--- config.mk ---
export PLATFORM = sky130hd
export DESIGN_NAME = qwms_ctrl
export DESIGN_NICKNAME = d
export VERILOG_FILES = /design/src/sv/qwms_pkg.sv /design/src/sv/qwms_ctrl.sv
export SDC_FILE = /design/constraint.sdc
export NUM_CORES = 1
export LEC_CHECK = 0
export BUFFER_PORTS_ARGS = -buffer_cell sky130_fd_sc_hd__buf_2
export CORE_UTILIZATION = 25
export CTS_BUF_LIST = sky130_fd_sc_hd__clkbuf_4
export CTS_CLUSTER_SIZE = 8
export DETAILED_ROUTE_END_ITERATION = 10
export GPL_TIMING_DRIVEN = 0
export PLACE_DENSITY = 0.52
export SKIP_LAST_GASP = 1
export SYNTH_ARGS = -nofsm -noshare
export SYNTH_HDL_FRONTEND = slang
export SYNTH_SLANG_ARGS = --single-unit
--- constraint.sdc ---
create_clock -name clk -period 6.14 [get_ports clk]
set_clock_uncertainty 0.1 [all_clocks]
set_input_delay 0 -clock clk [delete_from_list [all_inputs] [get_ports clk]]
set_output_delay 0 -clock clk [all_outputs]
set_load 0.02 [all_outputs]
--- src/sv/qwms_pkg.sv ---
// ----------------------------------------------------------------------------
// qwms_pkg
// Shared constants, operation codes, controller states and the result record
// of the sorting queue.
// ----------------------------------------------------------------------------
package qwms_pkg;

  localparam int DEPTH_DEFAULT = 64;

  localparam logic [1:0] OP_ENQ  = 2'd0;
  localparam logic [1:0] OP_DEQ  = 2'd1;
  localparam logic [1:0] OP_SORT = 2'd2;

  localparam logic signed [31:0] EMPTY_VALUE = -32'sd1;

  typedef enum logic [2:0] {
    ST_IDLE,
    ST_DEQ,
    ST_COPY,
    ST_SETUP,
    ST_MRD,
    ST_MWR,
    ST_BACK,
    ST_DONE
  } state_t;

  typedef struct packed {
    logic signed [31:0] out_value;
    logic               was_empty;
    logic               dropped;
    logic               is_empty;
    logic [6:0]         count;
  } res_t;

endpackage

--- src/sv/qwms_ctrl.sv ---
// ----------------------------------------------------------------------------
// qwms_ctrl
// Queue pointers and sequencer: enqueue, dequeue, and a bottom-up merge sort
// that ping-pongs between the entry store and the scratch store.
// ----------------------------------------------------------------------------
module qwms_ctrl #(
  parameter  int DEPTH = qwms_pkg::DEPTH_DEFAULT,
  localparam int AW    = $clog2(DEPTH),
  localparam int CW    = $clog2(DEPTH + 1)
) (
  input  logic                 clk,
  input  logic                 rst,
  input  logic                 in_valid,
  input  logic [1:0]           in_op,
  input  logic signed [31:0]   in_value,
  output logic                 in_ready,
  input  logic                 res_take,
  output logic                 res_valid,
  output qwms_pkg::res_t       res,
  output logic                 e_we,
  output logic [AW-1:0]        e_waddr,
  output logic signed [31:0]   e_wdata,
  output logic [AW-1:0]        e_raddr0,
  output logic [AW-1:0]        e_raddr1,
  input  logic signed [31:0]   e_rdata0,
  input  logic signed [31:0]   e_rdata1,
  output logic                 s_we,
  output logic [AW-1:0]        s_waddr,
  output logic signed [31:0]   s_wdata,
  output logic [AW-1:0]        s_raddr0,
  output logic [AW-1:0]        s_raddr1,
  input  logic signed [31:0]   s_rdata0,
  input  logic signed [31:0]   s_rdata1
);

  localparam int SW = CW + 1;
  localparam int MW = CW + 2;

  qwms_pkg::state_t state, state_next;

  logic [CW-1:0]      count;
  logic [AW-1:0]      head;
  logic signed [31:0] res_value;
  logic               res_we;
  logic               res_dr;
  logic [CW-1:0]      cc;
  logic               cp_pend;
  logic [AW-1:0]      cp_addr;
  logic [SW-1:0]      w;
  logic [CW-1:0]      lo, mid, hi, i, j, mk;
  logic               src_entry;

  logic               full;
  logic [SW-1:0]      tail_sum, copy_sum;
  logic [AW-1:0]      tail, copy_addr, head_inc;
  logic [SW-1:0]      w2;
  logic [MW-1:0]      lo_w, lo_2w;
  logic [CW-1:0]      mid_c, hi_c;
  logic signed [31:0] ma, mb, mdata;
  logic               take_i, last, run_last, pass_last;

  assign full      = count == CW'(DEPTH);
  assign tail_sum  = SW'(head) + SW'(count);
  assign tail      = (tail_sum >= SW'(DEPTH)) ? AW'(tail_sum - SW'(DEPTH)) : AW'(tail_sum);
  assign copy_sum  = SW'(head) + SW'(cc);
  assign copy_addr = (copy_sum >= SW'(DEPTH)) ? AW'(copy_sum - SW'(DEPTH)) : AW'(copy_sum);
  assign head_inc  = (head == AW'(DEPTH - 1)) ? '0 : head + 1'b1;

  assign w2        = w << 1;
  assign lo_w      = MW'(lo) + MW'(w);
  assign lo_2w     = MW'(lo) + MW'(w2);
  assign mid_c     = (lo_w >= MW'(count)) ? count : CW'(lo_w);
  assign hi_c      = (lo_2w >= MW'(count)) ? count : CW'(lo_2w);

  assign ma        = src_entry ? e_rdata0 : s_rdata0;
  assign mb        = src_entry ? e_rdata1 : s_rdata1;
  assign take_i    = (i < mid) && ((j >= hi) || (ma <= mb));
  assign mdata     = take_i ? ma : mb;
  assign last      = CW'(mk + 1'b1) == hi;
  assign run_last  = hi == count;
  assign pass_last = w2 >= SW'(count);

  assign in_ready  = state == qwms_pkg::ST_IDLE;
  assign res_valid = state == qwms_pkg::ST_DONE;

  assign res.out_value = res_value;
  assign res.was_empty = res_we;
  assign res.dropped   = res_dr;
  assign res.is_empty  = count == '0;
  assign res.count     = 7'(count);

  always_ff @(posedge clk) begin
    if (rst) begin
      state <= qwms_pkg::ST_IDLE;
    end else begin
      state <= state_next;
    end
  end

  always_comb begin
    state_next = state;
    e_we     = 1'b0;
    e_waddr  = tail;
    e_wdata  = in_value;
    e_raddr0 = head;
    e_raddr1 = AW'(j);
    s_we     = 1'b0;
    s_waddr  = cp_addr;
    s_wdata  = e_rdata0;
    s_raddr0 = AW'(i);
    s_raddr1 = AW'(j);
    unique case (state)
      qwms_pkg::ST_IDLE: begin
        if (in_valid) begin
          priority case (in_op)
            qwms_pkg::OP_ENQ: begin
              e_we       = !full;
              state_next = qwms_pkg::ST_DONE;
            end
            qwms_pkg::OP_DEQ: begin
              state_next = (count == '0) ? qwms_pkg::ST_DONE : qwms_pkg::ST_DEQ;
            end
            qwms_pkg::OP_SORT: begin
              state_next = (count >= CW'(2)) ? qwms_pkg::ST_COPY : qwms_pkg::ST_DONE;
            end
            default: state_next = qwms_pkg::ST_DONE;
          endcase
        end
      end
      qwms_pkg::ST_DEQ: state_next = qwms_pkg::ST_DONE;
      qwms_pkg::ST_COPY: begin
        e_raddr0 = copy_addr;
        s_we     = cp_pend;
        s_waddr  = cp_addr;
        s_wdata  = e_rdata0;
        if (cc == count) begin
          state_next = qwms_pkg::ST_SETUP;
        end
      end
      qwms_pkg::ST_SETUP: state_next = qwms_pkg::ST_MRD;
      qwms_pkg::ST_MRD: begin
        e_raddr0   = AW'(i);
        e_raddr1   = AW'(j);
        state_next = qwms_pkg::ST_MWR;
      end
      qwms_pkg::ST_MWR: begin
        if (src_entry) begin
          s_we    = 1'b1;
          s_waddr = AW'(mk);
          s_wdata = mdata;
        end else begin
          e_we    = 1'b1;
          e_waddr = AW'(mk);
          e_wdata = mdata;
        end
        if (last) begin
          if (run_last && pass_last) begin
            state_next = src_entry ? qwms_pkg::ST_BACK : qwms_pkg::ST_DONE;
          end else begin
            state_next = qwms_pkg::ST_SETUP;
          end
        end else begin
          state_next = qwms_pkg::ST_MRD;
        end
      end
      qwms_pkg::ST_BACK: begin
        s_raddr0 = AW'(cc);
        e_we     = cp_pend;
        e_waddr  = cp_addr;
        e_wdata  = s_rdata0;
        if (cc == count) begin
          state_next = qwms_pkg::ST_DONE;
        end
      end
      qwms_pkg::ST_DONE: begin
        if (res_take) begin
          state_next = qwms_pkg::ST_IDLE;
        end
      end
      default: state_next = qwms_pkg::ST_IDLE;
    endcase
  end

  always_ff @(posedge clk) begin
    if (rst) begin
      count   <= '0;
      head    <= '0;
      cp_pend <= 1'b0;
    end else begin
      unique case (state)
        qwms_pkg::ST_IDLE: begin
          if (in_valid) begin
            res_value <= '0;
            res_we    <= 1'b0;
            res_dr    <= 1'b0;
            cc        <= '0;
            cp_pend   <= 1'b0;
            w         <= SW'(1);
            lo        <= '0;
            src_entry <= 1'b0;
            priority case (in_op)
              qwms_pkg::OP_ENQ: begin
                if (full) begin
                  res_dr <= 1'b1;
                end else begin
                  count <= count + 1'b1;
                end
              end
              qwms_pkg::OP_DEQ: begin
                if (count == '0) begin
                  res_value <= qwms_pkg::EMPTY_VALUE;
                  res_we    <= 1'b1;
                end else begin
                  head  <= head_inc;
                  count <= count - 1'b1;
                end
              end
              default: ;
            endcase
          end
        end
        qwms_pkg::ST_DEQ: res_value <= e_rdata0;
        qwms_pkg::ST_COPY, qwms_pkg::ST_BACK: begin
          if (cc != count) begin
            cc      <= cc + 1'b1;
            cp_pend <= 1'b1;
            cp_addr <= AW'(cc);
          end else begin
            cp_pend <= 1'b0;
            if (state == qwms_pkg::ST_BACK) begin
              head <= '0;
            end
          end
        end
        qwms_pkg::ST_SETUP: begin
          mid <= mid_c;
          hi  <= hi_c;
          i   <= lo;
          j   <= mid_c;
          mk  <= lo;
        end
        qwms_pkg::ST_MWR: begin
          if (take_i) begin
            i <= i + 1'b1;
          end else begin
            j <= j + 1'b1;
          end
          mk <= mk + 1'b1;
          if (last) begin
            if (run_last) begin
              w         <= w2;
              src_entry <= !src_entry;
              lo        <= '0;
              if (pass_last) begin
                cc      <= '0;
                cp_pend <= 1'b0;
                if (!src_entry) begin
                  head <= '0;
                end
              end
            end else begin
              lo <= hi;
            end
          end
        end
        default: ;
      endcase
    end
  end

endmodule

; ---- After elaboration in Yosys (flattened, before gate mapping)
; Index checks and enable logic that the tools add are counted.
[word_totals]
regBits = 115
inputBits = 166
output_inout_bits = 146
elab_cells = 181
[op_classes]
add_sub_neg = 13
order_cmp = 9
n_eq_ne = 32
mux = 81
bitwise_logic = 1
reduce_logical = 28
[ops]
columns = operator, n
row1 = 32-bit two-way mux, 9
row2 = 32-bit one-hot mux with 2 select lines, 2
row3 = 6-bit two-way mux, 16
row4 = 7-bit two-way mux, 13
row5 = 7-bit one-hot mux with 2 select lines, 5
row6 = 7-bit by 1-bit adder with 7-bit output (second input constant), 5
row7 = 32-bit <= comparator, 1
row8 = 2-bit != test (second input constant), 16
row9 = 3-bit two-way mux, 8
row10 = 8-bit two-way mux, 3
row11 = 3-bit one-hot mux with 8 select lines, 1
row12 = 6-bit one-hot mux with 2 select lines, 2
row13 = 7-bit == test, 3
row14 = 7-bit one-hot mux with 3 select lines, 1
row15 = 7-bit by 8-bit adder with 9-bit output, 2
row16 = 9-bit by 7-bit greater-or-equal comparator with 1-bit output, 2
row17 = 6-bit one-hot mux with 3 select lines, 1
row18 = 6-bit by 7-bit adder with 8-bit output, 2
row19 = 8-bit by 7-bit greater-or-equal comparator with 1-bit output (second input constant), 2
row20 = 8-bit one-hot mux with 2 select lines, 1
row21 = 3-bit AND reduction, 5
row22 = 5-bit AND reduction, 3
row23 = 1-bit two-way mux, 14
row24 = 3-bit == test (second input constant), 4
row25 = 32 further kinds, 43

; ---- Logic depth before layout (Yosys ltp)
[logic_depth]
depth_word = 7
ltp_mapped = 18
depth_no_buf = 12

; ---- Worst setup path after synthesis
; No wires, ideal clock.
[synth_path]
kind = register to register
startpoint = register src_entry
endpoint = register i[0] (enable)
arrival_time_ns = 4.200
required_ns = 5.657
setup_slack_ns = 1.457
path_stages_with_launch = 19
synth_period_minus_slack_ns = 4.683
cell_sequence = edfxtp_1 > clkbuf_1 > buf_1 > buf_2 > buf_1 > clkbuf_1 > nand2_1 > nand2_1 > ha_1 > a21oi_1 > nand2_1 > a221oi_2 > o211ai_1 > o21ai_0 > a21o_1 > buf_6 > clkbuf_1 > nand2_1 > o31ai_1
[synth_via]
elab_chain_len = 6
[synth_lines]
columns = item, line_no
row1 = start: declaration, qwms_ctrl.sv:51  ; logic src_entry;
row2 = start signal: assignment, qwms_ctrl.sv:252  ; src_entry <= !src_entry;
row3 = "32-bit two-way mux, on equally long branches", "qwms_ctrl.sv:75, qwms_ctrl.sv:76"
row4 = 32-bit <= comparator (*), qwms_ctrl.sv:77  ; assign take_i = (i < mid) && ((j >= hi) || (ma <= mb));
row5 = 1-bit logical OR (*), qwms_ctrl.sv:77
row6 = 1-bit logical AND (*), qwms_ctrl.sv:77
row7 = 2-bit != test (no source line) (*), --
row8 = 3-bit AND reduction (no source line) (*), --
row9 = end signal: assignment, qwms_ctrl.sv:238  ; i <= lo;
row10 = end signal: assignment, qwms_ctrl.sv:244  ; i <= i + 1'b1;
row11 = end: declaration, qwms_ctrl.sv:50  ; logic [CW-1:0] lo, mid, hi, i, j, mk;
; Every way passes the cells marked *; elsewhere a longest branch is shown, timed or not.
; A chain may end at the register's enable or synchronous reset.

; ---- Final worst setup path
[layout_path]
startpoint = register src_entry
endpoint = output e_wdata[13]
[layout_via]
elab_chain_len = 7
[layout_lines]
columns = item, line_no
row1 = "32-bit two-way mux, on equally long branches", "qwms_ctrl.sv:75, qwms_ctrl.sv:76"
row2 = 32-bit <= comparator, qwms_ctrl.sv:77
row3 = 1-bit logical OR, qwms_ctrl.sv:77
row4 = 1-bit logical AND, qwms_ctrl.sv:77
row5 = 32-bit two-way mux, qwms_ctrl.sv:78  ; assign mdata = take_i ? ma : mb;
row6 = 32-bit two-way mux (*), qwms_ctrl.sv:147  ; if (src_entry) begin
row7 = 32-bit one-hot mux with 2 select lines (*), qwms_ctrl.sv:112  ; unique case (state)
row8 = end: declaration, qwms_ctrl.sv:22  ; output logic signed [31:0] e_wdata,
; Marks and branches as above.

==> metrics <==
run status=finished, final reports clean; Rel. slew slack=13.9%; die span in x=209 um; setup tns final=0 ns; Core Area=42000 sq um; count of endpoints failing hold in the final timing report=0; highest clock frequency the design can meet=0.178 GHz; Final Cycle Share=91.7%; critical register-to-register path endpoint=i[4]$_DFFE_PP_; io pins=312; residual DRC count=0; clk buf depth=2; launching point of the worst reg2reg path=src_entry$_SDFFCE_PN0P_; share of synthesized flip-flops with an asynchronous set or reset=0%; setup bufs post-CTS=0; clock root buffer=clkbuf_4; Die Outline Area=43600 sq um; clock sink total=115; path class of the lowest-slack min-delay path=in -> reg; arrival time at the worst endpoint=5.53 ns; final cell count without fillers=2085; nature of the critical path startpoint=register; Static Leakage=6.02 nW; number of warnings printed during yosys synthesis=0; Slew @ Worst Pin=1.29 ns; height of the die=209 um; post-synth net total=1433; crit-path max FO=19; number of register bits inferred by synthesis=115; number of setup violations in the final report=0; final critical-path required period=5.63 ns; post-synthesis cell area=10700 sq um; synthesized instance count=1161; average footprint of a synthesized cell=9.21 sq um; number of global-route vias before repair=10700; CTS H-tree depth=4; max-capacitance violation count=0; final net count=1802; Remaining Overflow, GRT=0; unrepaired setup endpoints after global routing=false; Vias=11000; Hold Path Sink=res_value[2]$_DFFE_PP_; floorplan row count=75; register-to-register setup slack=0.77 ns; Global Route met2 Usage=39.0%; unique cell type count in the Yosys netlist=64; proportion of synthesized chip area in sequential cells=30.7%; area delta synth->final=27.9%; antenna violations before repair=5; clock insertion delay at the later pin of the skew report=0.61 ns; Worst setup EP type=output pin; VDD IR-drop max=0.126 mV; GRT Resource Usage Total=22.1%; timing startpoint of the critical path=src_entry$_SDFFCE_PN0P_; RePlAce Congestion=0.920; global-route wire length before repair=70.9 mm; number of enable flip-flop cells after synthesis=98; Post-Place Cells=2013; Antenna Violating Nets Remaining=0; required time at the endpoint of the critical path=6.04 ns; Global Route met1 Usage=26.7%; clk slew on worst S/H paths=0.11 ns; post-detailed-route wirelength per cell=23.6 um; beginning of the worst hold path=e_rdata0[2]; detailed-route vias per instance=5.26; largest net degree at the start of global routing=31; Initial Utilization=25.4%; DP Wirelength=40.2 mm; R2R depth=17; power density over the cells=310 nW/um^2; share of final-layout standard cells stronger than drive strength 1=31.4%; most used flip-flop cell after synthesis=edfxtp_1; most heavily used metal layer in global routing=met2; met3 Use GR=3.46%; total wirelength of the detailed-routed design=49.3 mm; Pwr Total=0.00423 W; Cells on Worst Hold Path=3; number of detailed-route iterations in the first pass=5; clock buffer count from CTS=17; Pins Over Slew Limit=0; worst setup path class=reg -> out; CTS tree=yes; Iter 0 DRT Violations=700; Port Buffers=311
-- worst max-delay path, cell delays in order, from the launching register on --
cell and delay, ns:
edfxtp_1 0.33, clkbuf_1 0.25, buf_2 0.41, buf_4 0.43, clkbuf_2 0.36, nand2_1 0.09, nand2_1 0.07, ha_1 0.14
nand3_1 0.13, nor4_1 0.48, o21ai_0 0.17, a31oi_1 0.29, or3_1 0.16, a21o_1 0.18, buf_6 0.16, clkbuf_1 0.39
a21boi_0 0.18, o21ai_1 0.46, buf_2 0.26
-- how the worst max path moves through the flow --
stage | endpoint | slack [ns] | cells past startpoint
finish | e_wdata[13] | 0.51 | 18
global route | e_wdata[17] | 0.20 | 18
CTS | s_wdata[16] | 0.06 | 18
detailed placement | i[6]$_DFFE_PP_ | -1.29 | 18
global placement | i[6]$_DFFE_PP_ | -1.22 | 18
floorplan | i[0]$_DFFE_PP_ | 1.46 | 18
-- cell usage after synthesis (7+ instances only) --
library cell / number / area [sq um]
o21ai_1: 21 / 105
edfxtp_1: 98 / 2940
buf_4: 17 / 128
nand3_1: 18 / 90.1
a22oi_1: 39 / 293
o22ai_1: 11 / 68.8
a21boi_0: 32 / 240
xor2_1: 23 / 201
mux2i_1: 43 / 430
a21o_1: 18 / 135
a21oi_1: 54 / 270
o21a_1: 7 / 52.6
nor3_1: 15 / 75.1
nor4_1: 8 / 50.1
nor2_1: 66 / 248
and3_1: 9 / 56.3
a311o_1: 32 / 320
o21ai_0: 46 / 230
and2_1: 8 / 50.1
a31o_2: 35 / 307
nand4_1: 11 / 68.8
clkbuf_1: 57 / 214
a211oi_1: 8 / 60.1
nand2_1: 141 / 529
dfxtp_1: 17 / 340
ha_1: 101 / 1260
xnor2_1: 40 / 350
mux2_2: 63 / 709
nand2b_1: 8 / 50.1
inv_1: 42 / 158
-- routing by layer --
metal | part of all wire [%] | vias up
li1 | - | 5088
met1 | 41 | 5312
met2 | 50 | 496
met3 | 5.4 | 64
met4 | 3.4 | 8
met5 | 0.10 | -
-- where the power goes --
| group | total (W) | switching [W] | internal [W] |
|---|---|---|---|
| combinational | 0.00242 | 0.00156 | 0.000850 |
| sequential | 0.00116 | 0.000117 | 0.00105 |
| clock | 0.000656 | 0.000351 | 0.000305 |
-- registers in the layout, summed over array words and instances (netlist names) --
| register | flops |
|---|---|
| res_value | 32 |
| hi | 7 |
| res_we | 1 |
| mk | 7 |
| cp_pend | 1 |
| cc | 7 |
| src_entry | 1 |
| mid | 7 |
| state | 3 |
| lo | 7 |
| res_dr | 1 |
| j | 7 |
| w | 8 |
| i | 7 |
| cp_addr | 6 |
| count | 7 |
| head | 6 |
-- per-stage QoR --
step	hold WS (ns)	util [%]	cell area (sq um)	worst slack (ns)
finish	0.208	32.5	13700	0.508
floorplan	0.0800	-	10700	1.46
CTS	0.152	32.5	13700	0.0556
global route	0.171	32.5	13700	0.196
global placement	0.259	30.8	12900	-1.22
detailed placement	0.258	30.9	13000	-1.29
-- placed cells by master (no fill, tap or decap), types with 9 or more instances in the layout --
cell / Yosys / final
dfxtp_1: 17 / 17
a21o_1: 18 / 18
a21oi_1: 54 / 54
nand3_1: 18 / 18
nand2_1: 141 / 141
buf_4: 17 / 19
mux2_2: 63 / 63
mux2i_1: 43 / 43
o22ai_1: 11 / 11
a31o_2: 35 / 35
o21ai_1: 21 / 23
a21boi_0: 32 / 32
nor3_1: 15 / 15
edfxtp_1: 98 / 98
a311o_1: 32 / 32
clkbuf_1: 57 / 54
o21ai_0: 46 / 44
a22oi_1: 39 / 39
and3_1: 9 / 9
dlygate4sd3_1: 0 / 38
ha_1: 101 / 101
clkbuf_4: 0 / 22
xor2_1: 23 / 23
xnor2_1: 40 / 40
nor2_1: 66 / 65
buf_2: 6 / 317
inv_1: 42 / 42
nand4_1: 11 / 11
-- final cells by class --
cell class / count / area [sq um]
clock buffers: 22 / 165
fillers: 4462 / 28400
diodes: 3 / 7.51
plain buffers: 88 / 432
flip-flops and latches: 115 / 3280
multi-input cells: 914 / 6860
inverters: 43 / 161
well taps: 539 / 674
repair buffers: 351 / 1960
clock inverters: 10 / 135
-- what timing repair did --
item / 4_1_cts / 5_1_grt
resized for setup: 12 / 1
setup endpoints to repair: 78 / 56
cloned: 0 / 0
hold buffers: 38 / 0
endpoints found under the hold margin: 55 / 0
-- kinds of logic after synthesis --
family,Yosys count,synth area share (%)
compound gates,341,22.6
xor+xnor,65,5.58
fa+ha+maj,106,12.7
buf+inv,132,5.51
flops,115,30.7
mux,106,10.7
simple gates,296,12.2
(Power assumes the default switching activity.)
